File: config.mk
export PLATFORM = sky130hd
export DESIGN_NAME = ffba_cell
export DESIGN_NICKNAME = d
export VERILOG_FILES = /design/src/design/ffba_pkg.sv /design/src/design/ffba_cell.sv
export SDC_FILE = /design/constraint.sdc
export NUM_CORES = 1
export LEC_CHECK = 0
export BUFFER_PORTS_ARGS = -buffer_cell sky130_fd_sc_hd__buf_2
export CAP_MARGIN = 20
export CORE_ASPECT_RATIO = 1.75
export CORE_MARGIN = 2
export CORE_UTILIZATION = 45
export CTS_CLUSTER_DIAMETER = 200
export DETAILED_ROUTE_END_ITERATION = 16
export PLACE_DENSITY_LB_ADDON = 0.08
export SLEW_MARGIN = 20
export SYNTH_ARGS = -nofsm -noshare
export SYNTH_HDL_FRONTEND = slang
export SYNTH_SLANG_ARGS = --single-unit
File: constraint.sdc
create_clock -name i_clk -period 12.7 [get_ports i_clk]
set_clock_uncertainty 0.1 [all_clocks]
set_input_delay 2.54 -clock i_clk [delete_from_list [all_inputs] [get_ports i_clk]]
set_output_delay 2.54 -clock i_clk [all_outputs]
set_load 0.1 [all_outputs]
File: src/design/ffba_pkg.sv
`default_nettype none
package ffba_pkg;

    localparam int MAX_BLOCKS = 64;
    localparam int IDX_W      = $clog2(MAX_BLOCKS);
    localparam int CNT_W      = IDX_W + 1;
    localparam int META_BYTES = 32;
    localparam int SIZE_W     = 27;
    localparam int OFF_W      = 32;

    localparam logic [SIZE_W-1:0] RESET_MAX_REQUEST   = SIZE_W'(100000000);
    localparam logic [OFF_W-1:0]  RESET_HEAP_CAPACITY = OFF_W'(1048576);

    // request codes
    localparam logic [1:0] REQ_ALLOC   = 2'd0;
    localparam logic [1:0] REQ_FREE    = 2'd1;
    localparam logic [1:0] REQ_REALLOC = 2'd2;

    // status codes
    localparam logic [1:0] ST_OK       = 2'd0;
    localparam logic [1:0] ST_BAD_SIZE = 2'd1;
    localparam logic [1:0] ST_NO_SPACE = 2'd2;
    localparam logic [1:0] ST_NOP      = 2'd3;

    // register indexes
    localparam logic REG_MAX_REQUEST   = 1'b0;
    localparam logic REG_HEAP_CAPACITY = 1'b1;

    typedef enum logic [2:0] {
        S_IDLE,
        S_CHECK,
        S_SCAN,
        S_GROW,
        S_REL,
        S_DONE
    } t_state;

    typedef enum logic [1:0] {
        OP_NONE,
        OP_APPEND,
        OP_SET_FREE,
        OP_CLR_FREE
    } t_cell_op;

    typedef struct packed {
        t_cell_op                op;
        logic [IDX_W-1:0]        idx;
        logic [SIZE_W-1:0]       size;
        logic [OFF_W-1:0]        offset;
        logic                    scan;
        logic                    shift;
        logic                    start;
    } t_cell_cmd;

    typedef struct packed {
        logic                    hit;
        logic                    free;
        logic [SIZE_W-1:0]       size;
        logic [OFF_W-1:0]        offset;
    } t_cell_rd;

endpackage
`default_nettype wire

File: src/design/ffba_cell.sv
`default_nettype none
module ffba_cell
    import ffba_pkg::*;
(
    input  wire logic             i_clk,
    input  wire logic             i_rst_n,
    input  wire logic [IDX_W-1:0] i_idx,
    input  wire t_cell_cmd        i_cmd,
    input  wire logic             i_tok,
    output logic                  o_tok,
    output t_cell_rd              o_rd
);

    logic              r_free;
    logic              r_tok;
    logic [SIZE_W-1:0] r_size;
    logic [OFF_W-1:0]  r_offset;
    logic              w_match;
    logic              w_sel;

    assign w_match = (i_idx == i_cmd.idx);
    assign w_sel   = i_cmd.scan ? r_tok : w_match;
    assign o_tok   = r_tok;

    always_comb begin
        o_rd.hit    = i_cmd.scan & r_tok & r_free & (r_size >= i_cmd.size);
        o_rd.free   = w_sel & r_free;
        o_rd.size   = w_sel ? r_size : '0;
        o_rd.offset = w_sel ? r_offset : '0;
    end

    always_ff @(posedge i_clk) begin
        if (!i_rst_n) begin
            r_free <= 1'b0;
            r_tok  <= 1'b0;
        end else begin
            // token enters at cell 0 and walks one cell a cycle while shift is set
            if (i_cmd.start) begin
                r_tok <= (i_idx == '0);
            end else if (i_cmd.shift) begin
                r_tok <= i_tok;
            end
            if (w_match) begin
                case (i_cmd.op)
                    OP_APPEND:   r_free <= 1'b0;
                    OP_SET_FREE: r_free <= 1'b1;
                    OP_CLR_FREE: r_free <= 1'b0;
                    default:     r_free <= r_free;
                endcase
            end
        end
    end

    always_ff @(posedge i_clk) begin
        if (w_match && i_cmd.op == OP_APPEND) begin
            r_size   <= i_cmd.size;
            r_offset <= i_cmd.offset;
        end
    end

endmodule
`default_nettype wire

==> run summary <==
The vertical extent of the die is 113 um. The kind of start point of the critical path is an input port. The total iterations of the first detailed-routing run came out at 4. The detailed-placement wirelength estimate is 4.61 mm. In the final routed layout, each cell accounts on average for 13.0 um. The sequential cell area fraction in the yosys report came out at roughly three fifths. The final-report setup violation count is 0. The gate family responsible for the most delay along the worst path is multiplexers. The mean area per synthesized cell came out at 12.5 um^2.

The number of port buffers is 140. For this run, the leading register cell type out of synthesis is edfxtp_1. The largest net degree at the start of global routing is approximately 60. CTS saw 61 sinks. Power spread over the standard cell area amounts to 120 nW/um^2. The overall track demand over capacity in global routing came out at 17.5%.

The type of element capturing the critical path is an output pin. The synthesized design contains 61 register bits. The clock latency of the later-clocked register in the worst-skew pair is 0.32 ns. The post-route setup TNS came out at 0 ns. The routed design could run at a clock period as short as approximately 7 ns. Measured against its own limit, the worst slew margin works out to 47.0%. The total of warnings raised by yosys came out at 0. The number of nets produced by synthesis is 349.

The number of antenna repair diodes is 0. The via count of the routed design came out at around 2300. The internal power contribution is approximately 370 uW. The clock-pin slew reported for the worst setup and hold paths after clock tree synthesis came out at around 0.05 ns. Max-cap violations in this run came to 0. Data on the critical path arrives at its endpoint at 4.53 ns. The most common cell after layout, fill and taps aside is buf_2.

The total number of placement rows came out at 39. The net switching power of the design is around 120 uW. The number of antenna violations at the first check in global routing was 0. The count of endpoints failing hold in the final timing report came out at 0. The first-iteration detailed-routing DRC count came out at around 120. The area of the mapped netlist came out at 3030 um^2. The post-CTS repair timing setup buffer count is 0. The proportion of synthesized flip-flops having asynchronous set or reset came out at 0%. The final clock period utilization by the worst path is between 50% and 60%.

The slowest cell on the critical path is mux2_2. Of the total power, registers draw between 40% and 50%. TritonCTS built the clock tree. The total length of routed wires came out at slightly above 6 mm.

The final routed DRC violation total came out at 0. Routability-driven placement finished with a final weighted congestion of ~0.78. The number of buffers created by CTS is 9. Setup repair after global routing left no endpoint under its margin. The most frequent cell on the critical path is buf_2. The data required time at the worst endpoint came out at just over 10 ns. The hold-fix buffer count after cts is 0. The area added between synthesis and finish came out at 34.4%. The number of buffers on the longest clock path is 2. The switching share of power came out at between 20% and 30%.

The measured slew at the worst slew-check pin came out at 0.795 ns. Of all nets on the critical path, the largest fanout is 60. The gate count of the mapped netlist came out at roughly 240.

Summed over all cells, the static leakage comes to approximately 2 nW. The top cell types in the final layout, fill and taps aside, are buf_2, and2_1, edfxtp_1. The H-tree depth reported by CTS is 3. The wire length of the first global-routing pass came out at 9.65 mm. The core region is 6540 um^2.

The post-cts sizing count is 0. The type of the worst min-delay path is reg2reg. The clock root buffer is clkbuf_16. The number of distinct library cell variants in the gate-level netlist after synthesis came out at 28.

The effective utilization at floorplan is 46.4%. The global-route congestion overflow total is 0. The number of slew-limit violations in the final report came to 0. The layout net count is approximately 500. Yosys mapped a number of flops with a built-in enable equal to 59. The share of cells above drive strength 1 came out at between 40% and 50%. Together, buffers and inverters on the worst path number 2.

Static timing analysis puts the maximum clock frequency at ~0.14 GHz. The area of the die came out at 7440 um^2. Across the VDD grid, the largest voltage drop is 0.0997 mV. The worst setup path is of the in2out kind. The longest individual stage delay on the worst path is 0.73 ns. The number of antenna-violating nets in the routed design is 0. Combinational logic burns a little under an eighth of the power. The horizontal die dimension is 66.1 um.

The top-level I/O count is 141. The per-cell via count in the routed design is 4.79. The number of global-route vias before repair was about 2100. Traced cell by cell, the critical path runs through buf_2 > xnor2_1 > nand4_1 > nor3_2 > mux2_2 > and2_1 > buf_2. The flow ran to the end, and the final reports show no timing, DRC or antenna violations. Once layout is complete, the utilization of the core stands at 62.4%. The share of total power dissipated in the clock network is 42.6%.
[synth_stat cells, types with 3 or more instances]
master / number / area (um^2)
and2_1: 61 / 382
nand4_1: 3 / 18.8
xnor2_1: 4 / 35.0
nor2_1: 4 / 15.0
a21oi_1: 11 / 55.1
nand2_1: 9 / 33.8
and4_1: 3 / 26.3
inv_1: 28 / 105
ha_1: 27 / 338
o21ai_0: 5 / 25.0
clkbuf_2: 6 / 30.0
edfxtp_1: 59 / 1770
nand3_1: 5 / 25.0
[worst paths after layout]
| path | startpoint | to | slack [ns] | cells after the start |
|---|---|---|---|---|
| worst max register to register | o_tok | o_tok | 11.76 | 3 |
| worst max-delay path | i_cmd[65] | o_rd[50] | 5.53 | 7 |
| worst min register to register | r_free | r_free | 0.54 | 2 |
| worst min-delay path | r_free | r_free | 0.54 | 2 |
[metrics by stage]
step	setup slack [ns]	hold slack [ns]	total power, mW	instances	cell area [um^2]
2_1_floorplan	5.57	0.463	0.265	243	3030
3_3_place_gp	5.53	0.511	0.283	460	3820
3_5_place_dp	5.49	0.519	0.284	460	3820
4_1_cts	5.48	0.531	0.495	475	4080
5_1_grt	5.31	0.574	0.507	475	4080
6_report	5.53	0.536	0.487	475	4080
[kinds of logic (layout without fill, tap and decap cells)]
logic type | Yosys count | in the layout | synth area share [%]
AOI/OAI and AO/OA | 22 | 22 | 4.29
xor gates and xnor gates | 6 | 6 | 1.73
adders and majority gates | 27 | 27 | 11.1
buffers and inverters | 34 | 184 | 4.45
DFF | 61 | 61 | 59.7
muxes | 2 | 2 | 0.701
and+or+nand+nor | 91 | 91 | 18.0
[worst reg2reg max path, stage by stage, from the launching register on]
cell,delay (ns)
dfxtp_1,0.37
mux2i_1,0.08
o21ai_0,0.19
and2_1,0.15
[final cells by class]
cell class / instances / area (um^2)
Sequential cell: 61 / 1810
Clock buffer: 9 / 225
Inverter: 28 / 105
Tap cell: 82 / 103
Clock inverter: 6 / 31.3
Fill cell: 607 / 2460
Multi-Input combinational cell: 148 / 1090
Timing Repair Buffer: 141 / 708
[metal layers]
metal  global-route usage (%)  vias up  wire length (um)
met5                        0        -                 0
met4                     7.62        0               113
met3                     5.41        9               417
met2                     30.6       84              3330
met1                     18.9     1038              2340
li1                         -     1144                 -
[power groups by stage]
stage | logic (mW) | registers, mW | clock network, mW
after CTS | 0.0574 | 0.223 | 0.214
after global routing | 0.0617 | 0.223 | 0.223
final | 0.0569 | 0.223 | 0.208
after floorplan | 0.0372 | 0.228 | 0
after detailed placement | 0.0572 | 0.227 | 0
after global placement | 0.0564 | 0.227 | 0
[registers in the layout, indices dropped and copies added (netlist names)]
name	cells
r_offset	32
r_size	27
o_tok	1
r_free	1
Power figures use the tool's default switching activity.
